`src/hw/rtl/edc_pkg.sv`:
```
// shared constants and types of the euclidean distance block
package edc_pkg;

    localparam int SAMPLE_W        = 16;  // field width of each sample
    localparam int SAMPLE_BITS_DEF = 16;  // significant sample bits by default
    localparam int SUM_W           = 48;  // saturating accumulator width
    localparam int ROOT_W          = SUM_W / 2;
    localparam int QUEUE_DEPTH     = 4;

    typedef struct packed {
        logic [SUM_W-1:0] sum;
        logic             exceeded;
    } edc_job_t;

    typedef struct packed {
        logic     valid;
        edc_job_t job;
    } edc_push_t;

endpackage

```
`src/hw/rtl/euclidean_distance_with_cutoff.sv`:
```
// path: mag1_reg, sq2_reg, frame queue, bit-serial root, output register
// throughput: one sample word per cycle unless a frame end meets a full queue;
//   the bit-serial root unit takes one sum at a time, a 4-entry queue absorbs short frames
// exceeded frames skip the root and go straight to the output register
// reset: synchronous active-low aresetn clears the sum, cutoff, queue and valids
module euclidean_distance_with_cutoff
    import edc_pkg::*;
#(
    parameter int SAMPLE_BITS = SAMPLE_BITS_DEF
) (
    input  logic                aclk,
    input  logic                aresetn,
    // input word stream
    input  logic                s_tvalid,
    output logic                s_tready,
    input  logic [31:0]         s_tdata,   // sample_a [15:0], sample_b [31:16]
    input  logic                s_tlast,   // last_element
    // result word stream
    output logic                m_tvalid,
    input  logic                m_tready,
    output logic [23:0]         m_tdata,   // distance [23:0]
    output logic [0:0]          m_tuser,   // exceeded [0]
    // cutoff_squared register
    input  logic                cfg_we,
    input  logic [SUM_W-1:0]    cfg_wdata
);

    logic [SUM_W-1:0] cutoff_reg;
    edc_push_t        push;
    logic             q_full, q_not_empty, q_pop;
    edc_job_t         q_head;
    logic [ROOT_W-1:0] distance;
    logic             exceeded;

    // zero disables the cutoff test
    always_ff @(posedge aclk) begin
        if (!aresetn) begin
            cutoff_reg <= '0;
        end else if (cfg_we) begin
            cutoff_reg <= cfg_wdata;
        end
    end

    // front: difference, square, saturating accumulate, cutoff compare
    edc_front #(
        .SAMPLE_BITS (SAMPLE_BITS)
    ) u_front (
        .aclk         (aclk),
        .aresetn      (aresetn),
        .in_valid     (s_tvalid),
        .in_ready     (s_tready),
        .sample_a     (s_tdata[SAMPLE_W-1:0]),
        .sample_b     (s_tdata[2*SAMPLE_W-1:SAMPLE_W]),
        .last_element (s_tlast),
        .cutoff       (cutoff_reg),
        .push         (push),
        .q_full       (q_full)
    );

    // finished frame sums wait here for the root unit
    edc_queue u_queue (
        .aclk      (aclk),
        .aresetn   (aresetn),
        .push      (push),
        .full      (q_full),
        .pop       (q_pop),
        .not_empty (q_not_empty),
        .head      (q_head)
    );

    // back: square root and output register
    edc_back u_back (
        .aclk        (aclk),
        .aresetn     (aresetn),
        .q_not_empty (q_not_empty),
        .q_head      (q_head),
        .q_pop       (q_pop),
        .m_valid     (m_tvalid),
        .m_ready     (m_tready),
        .m_distance  (distance),
        .m_exceeded  (exceeded)
    );

    assign m_tdata    = distance;
    assign m_tuser[0] = exceeded;

endmodule

```
`src/hw/rtl/edc_queue.sv`:
```
// short queue of finished frame sums between front and back
module edc_queue
    import edc_pkg::*;
(
    input  logic      aclk,
    input  logic      aresetn,
    input  edc_push_t push,
    output logic      full,
    input  logic      pop,
    output logic      not_empty,
    output edc_job_t  head
);

    localparam int PTR_W = (QUEUE_DEPTH > 1) ? $clog2(QUEUE_DEPTH) : 1;
    localparam int CNT_W = $clog2(QUEUE_DEPTH + 1);

    edc_job_t           mem_reg [QUEUE_DEPTH];
    logic [PTR_W-1:0]   wr_ptr_reg, rd_ptr_reg;
    logic [CNT_W-1:0]   count_reg;
    logic               do_push, do_pop;

    assign full      = (count_reg == CNT_W'(QUEUE_DEPTH));
    assign not_empty = (count_reg != '0);
    assign head      = mem_reg[rd_ptr_reg];
    assign do_push   = push.valid && !full;
    assign do_pop    = pop && not_empty;

    always_ff @(posedge aclk) begin
        if (!aresetn) begin
            wr_ptr_reg <= '0;
            rd_ptr_reg <= '0;
            count_reg  <= '0;
        end else begin
            if (do_push) begin
                mem_reg[wr_ptr_reg] <= push.job;
                wr_ptr_reg <= (wr_ptr_reg == PTR_W'(QUEUE_DEPTH - 1)) ? '0 : wr_ptr_reg + 1'b1;
            end
            if (do_pop) begin
                rd_ptr_reg <= (rd_ptr_reg == PTR_W'(QUEUE_DEPTH - 1)) ? '0 : rd_ptr_reg + 1'b1;
            end
            unique case ({do_push, do_pop})
                2'b10:   count_reg <= count_reg + 1'b1;
                2'b01:   count_reg <= count_reg - 1'b1;
                default: count_reg <= count_reg;
            endcase
        end
    end

endmodule

```
`src/hw/rtl/edc_front.sv`:
```
// front: squared difference pipeline, saturating sum and cutoff test
module edc_front
    import edc_pkg::*;
#(
    parameter int SAMPLE_BITS = SAMPLE_BITS_DEF
) (
    input  logic                aclk,
    input  logic                aresetn,
    input  logic                in_valid,
    output logic                in_ready,
    input  logic [SAMPLE_W-1:0] sample_a,
    input  logic [SAMPLE_W-1:0] sample_b,
    input  logic                last_element,
    input  logic [SUM_W-1:0]    cutoff,
    output edc_push_t           push,
    input  logic                q_full
);

    localparam int SQ_W = 2 * SAMPLE_BITS;

    logic                   v1_reg, v2_reg, last1_reg, last2_reg;
    logic [SAMPLE_BITS-1:0] mag1_reg;
    logic [SQ_W-1:0]        sq2_reg;
    logic [SUM_W-1:0]       sum_reg;

    logic signed [SAMPLE_BITS:0] diff, diff_neg;
    logic [SAMPLE_BITS-1:0]      mag;
    logic [SUM_W:0]              total_wide;
    logic [SUM_W-1:0]            total;
    logic                        en;

    // whole pipe stalls only when a frame end meets a full queue
    assign en       = !(v2_reg && last2_reg && q_full);
    assign in_ready = en;

    always_comb begin
        diff = $signed({sample_a[SAMPLE_BITS-1], sample_a[SAMPLE_BITS-1:0]})
             - $signed({sample_b[SAMPLE_BITS-1], sample_b[SAMPLE_BITS-1:0]});
        diff_neg = -diff;
        mag = diff[SAMPLE_BITS] ? diff_neg[SAMPLE_BITS-1:0] : diff[SAMPLE_BITS-1:0];
        total_wide = {1'b0, sum_reg} + (SUM_W + 1)'(sq2_reg);
        total = total_wide[SUM_W] ? '1 : total_wide[SUM_W-1:0];
    end

    always_comb begin
        push.valid        = v2_reg && last2_reg && en;
        push.job.sum      = total;
        push.job.exceeded = (cutoff != '0) && (total > cutoff);
    end

    always_ff @(posedge aclk) begin
        if (!aresetn) begin
            v1_reg  <= 1'b0;
            v2_reg  <= 1'b0;
            sum_reg <= '0;
        end else if (en) begin
            v1_reg <= in_valid;
            v2_reg <= v1_reg;
            if (v2_reg) begin
                sum_reg <= last2_reg ? '0 : total;
            end
        end
    end

    always_ff @(posedge aclk) begin
        if (en) begin
            mag1_reg  <= mag;
            last1_reg <= last_element;
            sq2_reg   <= SQ_W'(mag1_reg * mag1_reg);
            last2_reg <= last1_reg;
        end
    end

endmodule

```
`src/hw/rtl/edc_back.sv`:
```
// back: bit-serial integer square root and result register
module edc_back
    import edc_pkg::*;
(
    input  logic              aclk,
    input  logic              aresetn,
    input  logic              q_not_empty,
    input  edc_job_t          q_head,
    output logic              q_pop,
    output logic              m_valid,
    input  logic              m_ready,
    output logic [ROOT_W-1:0] m_distance,
    output logic              m_exceeded
);

    localparam int REM_W = ROOT_W + 2;
    localparam int CNT_W = $clog2(ROOT_W);

    typedef enum logic [1:0] {
        B_IDLE,
        B_ROOT,
        B_HOLD
    } state_t;

    state_t             state_reg;
    logic [SUM_W-1:0]   x_reg;
    logic [REM_W-1:0]   rem_reg;
    logic [ROOT_W-1:0]  root_reg;
    logic [CNT_W-1:0]   cnt_reg;
    logic               exc_reg;
    logic               m_valid_reg;
    logic [ROOT_W-1:0]  m_distance_reg;
    logic               m_exceeded_reg;

    logic [REM_W+1:0]   rem_sh, trial;
    logic               fits;
    logic [REM_W-1:0]   rem_next;
    logic [ROOT_W-1:0]  root_next;
    logic               out_load;

    assign q_pop      = (state_reg == B_IDLE) && q_not_empty;
    assign m_valid    = m_valid_reg;
    assign m_distance = m_distance_reg;
    assign m_exceeded = m_exceeded_reg;

    // finished root moves into the output register when it is free
    assign out_load   = (state_reg == B_HOLD) && (!m_valid_reg || m_ready);

    // one root bit per cycle, two radicand bits brought down each time
    always_comb begin
        rem_sh    = {rem_reg, x_reg[SUM_W-1 -: 2]};
        trial     = (REM_W + 2)'({root_reg, 2'b01});
        fits      = (rem_sh >= trial);
        rem_next  = fits ? REM_W'(rem_sh - trial) : REM_W'(rem_sh);
        root_next = {root_reg[ROOT_W-2:0], fits};
    end

    always_ff @(posedge aclk) begin
        if (!aresetn) begin
            state_reg   <= B_IDLE;
            m_valid_reg <= 1'b0;
        end else begin
            if (out_load) begin
                m_valid_reg <= 1'b1;
            end else if (m_valid_reg && m_ready) begin
                m_valid_reg <= 1'b0;
            end
            unique case (state_reg)
                B_IDLE: begin
                    if (q_not_empty) begin
                        x_reg    <= q_head.sum;
                        exc_reg  <= q_head.exceeded;
                        rem_reg  <= '0;
                        root_reg <= '0;
                        cnt_reg  <= CNT_W'(ROOT_W - 1);
                        state_reg <= q_head.exceeded ? B_HOLD : B_ROOT;
                    end
                end
                B_ROOT: begin
                    x_reg    <= {x_reg[SUM_W-3:0], 2'b00};
                    rem_reg  <= rem_next;
                    root_reg <= root_next;
                    cnt_reg  <= cnt_reg - 1'b1;
                    if (cnt_reg == '0) begin
                        state_reg <= B_HOLD;
                    end
                end
                B_HOLD: begin
                    if (out_load) begin
                        m_distance_reg <= exc_reg ? '0 : root_reg;
                        m_exceeded_reg <= exc_reg;
                        state_reg      <= B_IDLE;
                    end
                end
                default: state_reg <= B_IDLE;
            endcase
        end
    end

endmodule

```
`config.mk`:
```
export PLATFORM = sky130hd
export DESIGN_NAME = euclidean_distance_with_cutoff
export DESIGN_NICKNAME = d
export VERILOG_FILES = /design/src/hw/rtl/edc_pkg.sv /design/src/hw/rtl/euclidean_distance_with_cutoff.sv /design/src/hw/rtl/edc_queue.sv /design/src/hw/rtl/edc_front.sv /design/src/hw/rtl/edc_back.sv
export SDC_FILE = /design/constraint.sdc
export NUM_CORES = 1
export LEC_CHECK = 0
export ABC_AREA = 1
export BUFFER_PORTS_ARGS = -buffer_cell sky130_fd_sc_hd__clkbuf_2
export CAP_MARGIN = 20
export CORE_MARGIN = 10
export CORE_UTILIZATION = 35
export CTS_BUF_LIST = sky130_fd_sc_hd__clkbuf_2 sky130_fd_sc_hd__clkbuf_4 sky130_fd_sc_hd__clkbuf_8
export DETAILED_ROUTE_END_ITERATION = 16
export HOLD_SLACK_MARGIN = 0.1
export PLACE_DENSITY = 0.54
export SLEW_MARGIN = 0
export SYNTH_ARGS = -nofsm -noshare
export SYNTH_HDL_FRONTEND = slang
export SYNTH_SLANG_ARGS = --single-unit
```
`constraint.sdc`:
```
create_clock -name aclk -period 6.9 [get_ports aclk]
set_input_delay 1.38 -clock aclk [delete_from_list [all_inputs] [get_ports aclk]]
set_output_delay 1.38 -clock aclk [all_outputs]
set_load 0.02 [all_outputs]
```
==> summary.md, run 1 <==
| Metric | Value |
|---|---|
| Syn nets | 4359 |
| Startpoint kind of the worst setup timing path | flip-flop |
| Most common library cell in the layout ignoring fill and taps | sky130_fd_sc_hd__nand2_1 |
| Root buf cell | sky130_fd_sc_hd__clkbuf_8 |
| Proportion of synthesized flip-flops having asynchronous set or reset | 0% |
| Seq/Total Area, Yosys | between 40% and 50% |
| Critical Path Fanout Max | 16 |
| Slew HR | between 20% and 30% |
| Highest clock frequency the design can meet | around 160 MHz |
| Reg area | ~13000 um^2 |
| Number of register bits inferred by synthesis | between 400 and 500 |
| Avg WL per Cell | between 15 and 20 um |
| IO Count | between 100 and 150 |
| Total vias in the final route | 25287 |
| Buffer count from post-CTS setup fixing | 0 |
| Cells after Synth | ~3900 |
| Aggregate routed wire length | approximately 85000 um |
| Startpoint-to-endpoint class of the critical path | flip-flop to flip-flop |
| DIE HEIGHT | approximately 330 um |
| Clock tree from TritonCTS | done |
| Multi-input gate area | 17000 um^2 |
| Synthesized area per cell | between 8 and 9 um^2 |
| Pin count of the biggest net entering global routing | 96 |
| Vias in the first global route | roughly 25000 |
| Number of remaining DRC errors | 0 |
| Cell-by-cell trace of the critical path | nand2_1 > fa_1 > inv_1 > fa_1 > inv_1 > fa_1 > inv_1 > fa_1 > fa_1 > inv_1 > fa_1 > inv_1 > ha_1 > nand2_1 > nor2_1 > nand2_1 > o21ai_0 > a21boi_1 > o21ai_0 > xor2_1 |
| Sum of net half-perimeters after detailed placement | roughly 64000 um |
| Initial standard-cell utilization of the core | around a third |
| Largest register FFs | 196 |
| Final setup TNS | 0 ps |
| Final #Nets | roughly 4500 |
| Most used cells in the layout excluding fill and tap cells | sky130_fd_sc_hd__nand2_1 (750), sky130_fd_sc_hd__inv_1 (663), sky130_fd_sc_hd__nor2_1 (479), sky130_fd_sc_hd__edfxtp_1 (374), sky130_fd_sc_hd__ha_1 (231) |
| Die Area | 109000 um^2 |
| Detailed-routing iteration count for the pre-antenna-repair pass | 5 |
| Buffers and inverters on the worst path | 5 |
| Final hold violation count | 0 |
| H-tree depth | 3 |
| Number of clock buffers inserted by TritonCTS | 85 |
| Worst min path class | flip-flop to flip-flop |
| Most common cell type on the critical path | sky130_fd_sc_hd__fa_1 |
| Ys Warns | 0 |
| Filler Cell Count | approximately 9700 |
| Layout cells sized above 1 | 11.1% |
| TritonCTS Sinks | 484 |
| Synth-to-layout area growth | 10.9% |
| Site row count | 113 |
| Final Slew Violations | 0 |
| Fraction of synthesized area in multiplexers | 0% |
| Clock transition time at the flip-flop clock pins of the worst setup and hold paths | around 60 ps |
| Crit path time final | roughly 6200 ps |
| Count of cell types in the netlist | around 60 |
| Top_reg_cell synth | sky130_fd_sc_hd__edfxtp_1 |
| Run status | completed |
| Post-Synth Adder-Cell Area | 18.5% |
| Initial antenna violation count | 4 |
| Residual antenna-violating net count after detailed routing | 0 |
| Cell at the slowest stage of the critical path | sky130_fd_sc_hd__edfxtp_1 |
| Xor and xnor area share after synthesis | approximately 2.5% |
| Critical Path RT | around 7300 ps |
| Cells resized by post-CTS repair | 0 |
| Tcrit/Tclk final | about nine tenths |
| Core box area | around 95000 um^2 |
| Width of the chip | ~330 um |
| Top delay family on crit path | adder cells |
| Via density per instance | between 4 and 5 |
| Post-synthesis share of cell area spent on and, or, nand and nor gates | about a fifth |
| Slowest cell delay on critical path | 830 ps |
| Later-pin clock latency in the skew report | around 670 ps |
| Final-report setup violation count | 0 |
| Worst-margin pin slew | 1100 ps |
| Post-synth EDFFs | roughly 370 |
| Main combinational cell family by area after synthesis | simple AND/OR/NAND/NOR gates |
| Global-route total usage across every layer | 15.8% |
| Number of buffers added to fix hold violations after cts | 0 |
| Detailed router's first-iteration violation count | about 1400 |
| Mapped Area | ~34000 um^2 |
| Grt total ovfl | 0 |
| Critical path capture point type | flip-flop |
| Unrepaired setup endpoints after global routing | false |
| Layout Skew | roughly 27 ps |
| Maximum Capacitance Violations | 0 |
| Compound-cell area share of the yosys netlist | under 10% |
| Routability Congestion | 0.912 |
| Wire length of the first global-routing pass | 138000 um |
| Number of port buffers | ~110 |
| CTS max path bufs | 3 |
| Arr. time, crit path | 6570 ps |
[cell families after synthesis]
| kind of cell | count (synthesis) |
|---|---|
| and+or+nand+nor | 1537 |
| buffers and inverters | 795 |
| AOI/OAI and AO/OA | 571 |
| DFF | 484 |
| adders and majority gates | 396 |
| xor gates and xnor gates | 94 |
[synthesized netlist by cell type (5+ instances only)]
master                     count  area [um^2]
sky130_fd_sc_hd__nor4_1       10         62.6
sky130_fd_sc_hd__a211oi_1      5         37.5
sky130_fd_sc_hd__a21oi_2      33          289
sky130_fd_sc_hd__inv_2         9         33.8
sky130_fd_sc_hd__fa_1        165         3300
sky130_fd_sc_hd__a21o_1        8         60.1
sky130_fd_sc_hd__nand2_2      33          206
sky130_fd_sc_hd__nand3b_1     11         82.6
sky130_fd_sc_hd__nand3_4      18          315
sky130_fd_sc_hd__or2_2         6         37.5
sky130_fd_sc_hd__nor2_2       11         68.8
sky130_fd_sc_hd__nand2_1     750         2820
sky130_fd_sc_hd__nor2_1      486         1820
sky130_fd_sc_hd__o21ai_1       9         45.0
sky130_fd_sc_hd__inv_1       665         2500
sky130_fd_sc_hd__buf_1         6         22.5
sky130_fd_sc_hd__o21ai_0     214         1070
sky130_fd_sc_hd__nand3_2       6         60.1
sky130_fd_sc_hd__edfxtp_1    374        11200
sky130_fd_sc_hd__nand2_4      16          180
sky130_fd_sc_hd__xor2_1       57          499
sky130_fd_sc_hd__xnor2_1      36          315
sky130_fd_sc_hd__a21oi_1     205         1030
sky130_fd_sc_hd__nand3_1     107          536
sky130_fd_sc_hd__o21bai_1     14          105
sky130_fd_sc_hd__buf_2         6         30.0
sky130_fd_sc_hd__clkbuf_1     91          342
sky130_fd_sc_hd__ha_1        231         2890
sky130_fd_sc_hd__or2_4         9         78.8
sky130_fd_sc_hd__buf_4         6         45.0
sky130_fd_sc_hd__a21boi_0      6         45.0
sky130_fd_sc_hd__nor3_1       17         85.1
sky130_fd_sc_hd__a31oi_1      54          338
sky130_fd_sc_hd__o211ai_1      6         45.0
sky130_fd_sc_hd__dfxtp_1     110         2200
sky130_fd_sc_hd__nand4_1      45          282
[through the flow]
| step | setup slack, ps | utilization (%) | instances | instance area, um^2 | hold slack (ps) |
|---|---|---|---|---|---|
| 3_5_place_dp | 742 | 37.2 | 5159 | 35300 | 427 |
| 4_1_cts | 698 | 39.1 | 5317 | 37200 | 431 |
| 3_3_place_gp | 854 | 37.2 | 5159 | 35300 | 420 |
| 5_1_grt | 295 | 39.1 | 5318 | 37200 | 433 |
| 2_1_floorplan | 372 | - | 3877 | 33500 | 400 |
| 6_report | 725 | 39.1 | 5318 | 37200 | 426 |
[worst paths after layout]
| check | start | endpoint | slack, ps | cells past startpoint |
|---|---|---|---|---|
| hold reg to reg | u_front.last1_reg | u_front.last2_reg | 430 | 0 |
| setup / recovery | u_front.mag1_reg[6] | u_front.sq2_reg[28] | 730 | 20 |
| hold / removal | u_front.last1_reg | u_front.last2_reg | 430 | 0 |
| setup reg to reg | u_front.mag1_reg[6] | u_front.sq2_reg[28] | 730 | 20 |
[layer usage]
| metal | vias to the layer above | part of all wire (%) | track usage, % |
|---|---|---|---|
| li1 | 12739 | - | - |
| met1 | 11964 | 48 | 21.7 |
| met2 | 479 | 46 | 25.9 |
| met3 | 101 | 4.5 | 2.37 |
| met4 | 4 | 1.7 | 3.68 |
| met5 | - | 0.032 | 0 |
[final cells by class]
class | count | share of cell area, %
Timing Repair Buffer | 136 | 1.99
Multi-Input combinational cell | 2598 | 45.8
Sequential cell | 484 | 36.2
Clock buffer | 118 | 4.03
Antenna cell | 1 | 0.00673
Clock inverter | 40 | 0.886
Inverter | 676 | 6.85
Tap cell | 1265 | 4.26
Power of run 1 is left out: the tool's default activity adds up to more than one toggle a clock period on the data nets, which glitch-free logic cannot reach.
==> run 2: changes to the inputs <==
CORE_UTILIZATION = 59   (was 35)
PLACE_DENSITY = 0.81   (was 0.54)
==> run 2 against run 1 <==
Compared with the run above:
- clock skew is 15 ps higher
- setup slack worse by 69 ps
- die area is 39% lower
- utilization is 25 points higher
- non-clock buffer count is 3 lower
- first-iteration DRC count is 63% higher
- flip-flop and latch count stayed put
- global-route usage is 8.4 points higher
- routed wire length is 6.3% lower
- register-to-register slack worse by 70 ps
- hold slack better by 46 ps
- maximum frequency is 1.1% lower
- critical endpoint is now u_front.sq2_reg[24]
- largest cell class unchanged
- highest routed layer is now met4
==> summary.md, run 2 (synthesis gave the netlist of run 1 again) <==
| Metric | Value |
|---|---|
| Crit path time final | 6240 ps (was 6170 ps) |
| Slew HR | 32.0% (was 25.7%) |
| Cells resized by post-CTS repair | 0 (unchanged) |
| Final-report setup violation count | 0 (unchanged) |
| Startpoint-to-endpoint class of the critical path | flip-flop to flip-flop (unchanged) |
| Final Slew Violations | 0 (unchanged) |
| Residual antenna-violating net count after detailed routing | 0 (unchanged) |
| H-tree depth | 3 (unchanged) |
| IO Count | 113 (unchanged) |
| Initial antenna violation count | 1 (was 4) |
| Synth-to-layout area growth | 8.47% (was 10.9%) |
| Buffer count from post-CTS setup fixing | 0 (unchanged) |
| Final hold violation count | 0 (unchanged) |
| Worst-margin pin slew | 1020 ps (was 1100 ps) |
| Sum of net half-perimeters after detailed placement | 59000 um (was 63900 um) |
| Most used cells in the layout excluding fill and tap cells | sky130_fd_sc_hd__nand2_1 (750), sky130_fd_sc_hd__inv_1 (663), sky130_fd_sc_hd__nor2_1 (479), sky130_fd_sc_hd__edfxtp_1 (374), sky130_fd_sc_hd__ha_1 (231) (unchanged) |
| Arr. time, crit path | 6670 ps (was 6570 ps) |
| Number of port buffers | 112 (unchanged) |
| Pin count of the biggest net entering global routing | 96 (unchanged) |
| Initial standard-cell utilization of the core | 59.6% (was 35.3%) |
| Clock transition time at the flip-flop clock pins of the worst setup and hold paths | 70 ps (was 60 ps) |
| Layout cells sized above 1 | 10.7% (was 11.1%) |
| Width of the chip | 258 um (was 329 um) |
| Number of non-filler instances in the completed layout | 4796 (was 5318) |
| Detailed router's first-iteration violation count | 2261 (was 1388) |
| Site row count | 87 (was 113) |
| Critical Path Fanout Max | 17 (was 16) |
| Critical Path RT | 7320 ps (was 7300 ps) |
| Number of clock buffers inserted by TritonCTS | 80 (was 85) |
| Global-route total usage across every layer | 24.2% (was 15.8%) |
| TritonCTS Sinks | 484 (unchanged) |
| Clock tree from TritonCTS | done (unchanged) |
| Highest clock frequency the design can meet | 160 MHz (was 162 MHz) |
| Vias in the first global route | 25994 (was 25177) |
| Via density per instance | 5.46 (was 4.75) |
| Unrepaired setup endpoints after global routing | false (unchanged) |
| Later-pin clock latency in the skew report | 690 ps (was 670 ps) |
| Largest register FFs | 196 (unchanged) |
| Tcrit/Tclk final | 90.5% (was 89.5%) |
| CTS max path bufs | 3 (unchanged) |
| Startpoint kind of the worst setup timing path | flip-flop (unchanged) |
| DIE HEIGHT | 258 um (was 329 um) |
| Final #Nets | 4455 (was 4463) |
| Critical path capture point type | flip-flop (unchanged) |
| Layout Skew | 42.8 ps (was 27.4 ps) |
| Avg WL per Cell | 16.7 um (was 16.1 um) |
| Detailed-routing iteration count for the pre-antenna-repair pass | 5 (unchanged) |
| Routability Congestion | 0.947 (was 0.912) |
| Maximum Capacitance Violations | 0 (unchanged) |
| Die Area | 66700 um^2 (was 109000 um^2) |
| Number of buffers added to fix hold violations after cts | 0 (unchanged) |
| Most common library cell in the layout ignoring fill and taps | sky130_fd_sc_hd__nand2_1 (unchanged) |
| Final setup TNS | 0 ps (unchanged) |
| Worst min path class | flip-flop to flip-flop (unchanged) |
| Run status | completed (unchanged) |
| Wire length of the first global-routing pass | 131000 um (was 138000 um) |
| Grt total ovfl | 0 (unchanged) |
| Root buf cell | sky130_fd_sc_hd__clkbuf_8 (unchanged) |
| Aggregate routed wire length | 80100 um (was 85500 um) |
| Cell total after placement | 4647 (was 5159) |
| Total vias in the final route | 26190 (was 25287) |
| Core box area | 56300 um^2 (was 95000 um^2) |
| Number of remaining DRC errors | 0 (unchanged) |
==> run 2: cell count changes in the layout (fill, tap and decap cells not counted), moves of 2 or more <==
| cell | delta |
|---|---|
| sky130_fd_sc_hd__clkbuf_8 | -9 |
| sky130_fd_sc_hd__clkinv_2 | -8 |
| sky130_fd_sc_hd__clkbuf_4 | +4 |
| sky130_fd_sc_hd__buf_4 | -3 |
| sky130_fd_sc_hd__clkinv_1 | +2 |
| sky130_fd_sc_hd__inv_8 | +2 |
==> run 2: area by class of cell <==
type | count | area [um^2]
antenna | 1 | 2.50
inverter | 676 | 2540
timing repair buffer | 133 | 718
multi-input combinational | 2598 | 17000
clock buffer | 113 | 1410
tap | 756 | 946
fill | 4575 | 19900
sequential | 484 | 13400
clock inverter | 35 | 289
==> run 2: metal layers <==
| layer | global-route usage, % | wire length [um] | up-vias |
|---|---|---|---|
| met5 | 0 | 0 | - |
| met4 | 9.02 | 2470 | 0 |
| met3 | 3.61 | 6100 | 158 |
| met2 | 41.3 | 38800 | 933 |
| met1 | 30.8 | 32700 | 12396 |
| li1 | - | - | 12703 |
==> run 2: worst max-delay path, stage by stage, from the launching register on <==
cell,delay [ps]
sky130_fd_sc_hd__edfxtp_1,760
sky130_fd_sc_hd__nand2_1,230
sky130_fd_sc_hd__xor2_1,220
sky130_fd_sc_hd__ha_1,270
sky130_fd_sc_hd__inv_1,50
sky130_fd_sc_hd__fa_1,520
sky130_fd_sc_hd__inv_1,50
sky130_fd_sc_hd__fa_1,500
sky130_fd_sc_hd__fa_1,530
sky130_fd_sc_hd__fa_1,540
sky130_fd_sc_hd__inv_1,60
sky130_fd_sc_hd__fa_1,530
sky130_fd_sc_hd__inv_1,40
sky130_fd_sc_hd__ha_1,360
sky130_fd_sc_hd__nand2_1,130
sky130_fd_sc_hd__nor2_1,160
sky130_fd_sc_hd__nand2_1,70
sky130_fd_sc_hd__o21ai_0,400
sky130_fd_sc_hd__a21boi_1,210
sky130_fd_sc_hd__o21ai_0,250
sky130_fd_sc_hd__xor2_1,90
==> run 2: final timing paths <==
kind,from,endpoint,slack (ps),depth (start not counted)
max,u_front.mag1_reg[14],u_front.sq2_reg[24],660,20
max reg2reg,u_front.mag1_reg[14],u_front.sq2_reg[24],660,20
min,u_front.last1_reg,u_front.last2_reg,470,0
min reg2reg,u_front.last1_reg,u_front.last2_reg,470,0
==> run 2: through the flow <==
| stage | hold WS (ps) | instance area, um^2 | utilization [%] | setup slack [ps] |
|---|---|---|---|---|
| after detailed placement | 440 | 34700 | 61.6 | 615 |
| final | 472 | 36400 | 64.6 | 656 |
| after global placement | 442 | 34700 | 61.6 | 742 |
| after global routing | 465 | 36400 | 64.6 | 171 |
| after floorplan | 400 | 33500 | - | 372 |
| after CTS | 473 | 36400 | 64.6 | 612 |
Power of run 2 is left out for the same reason.
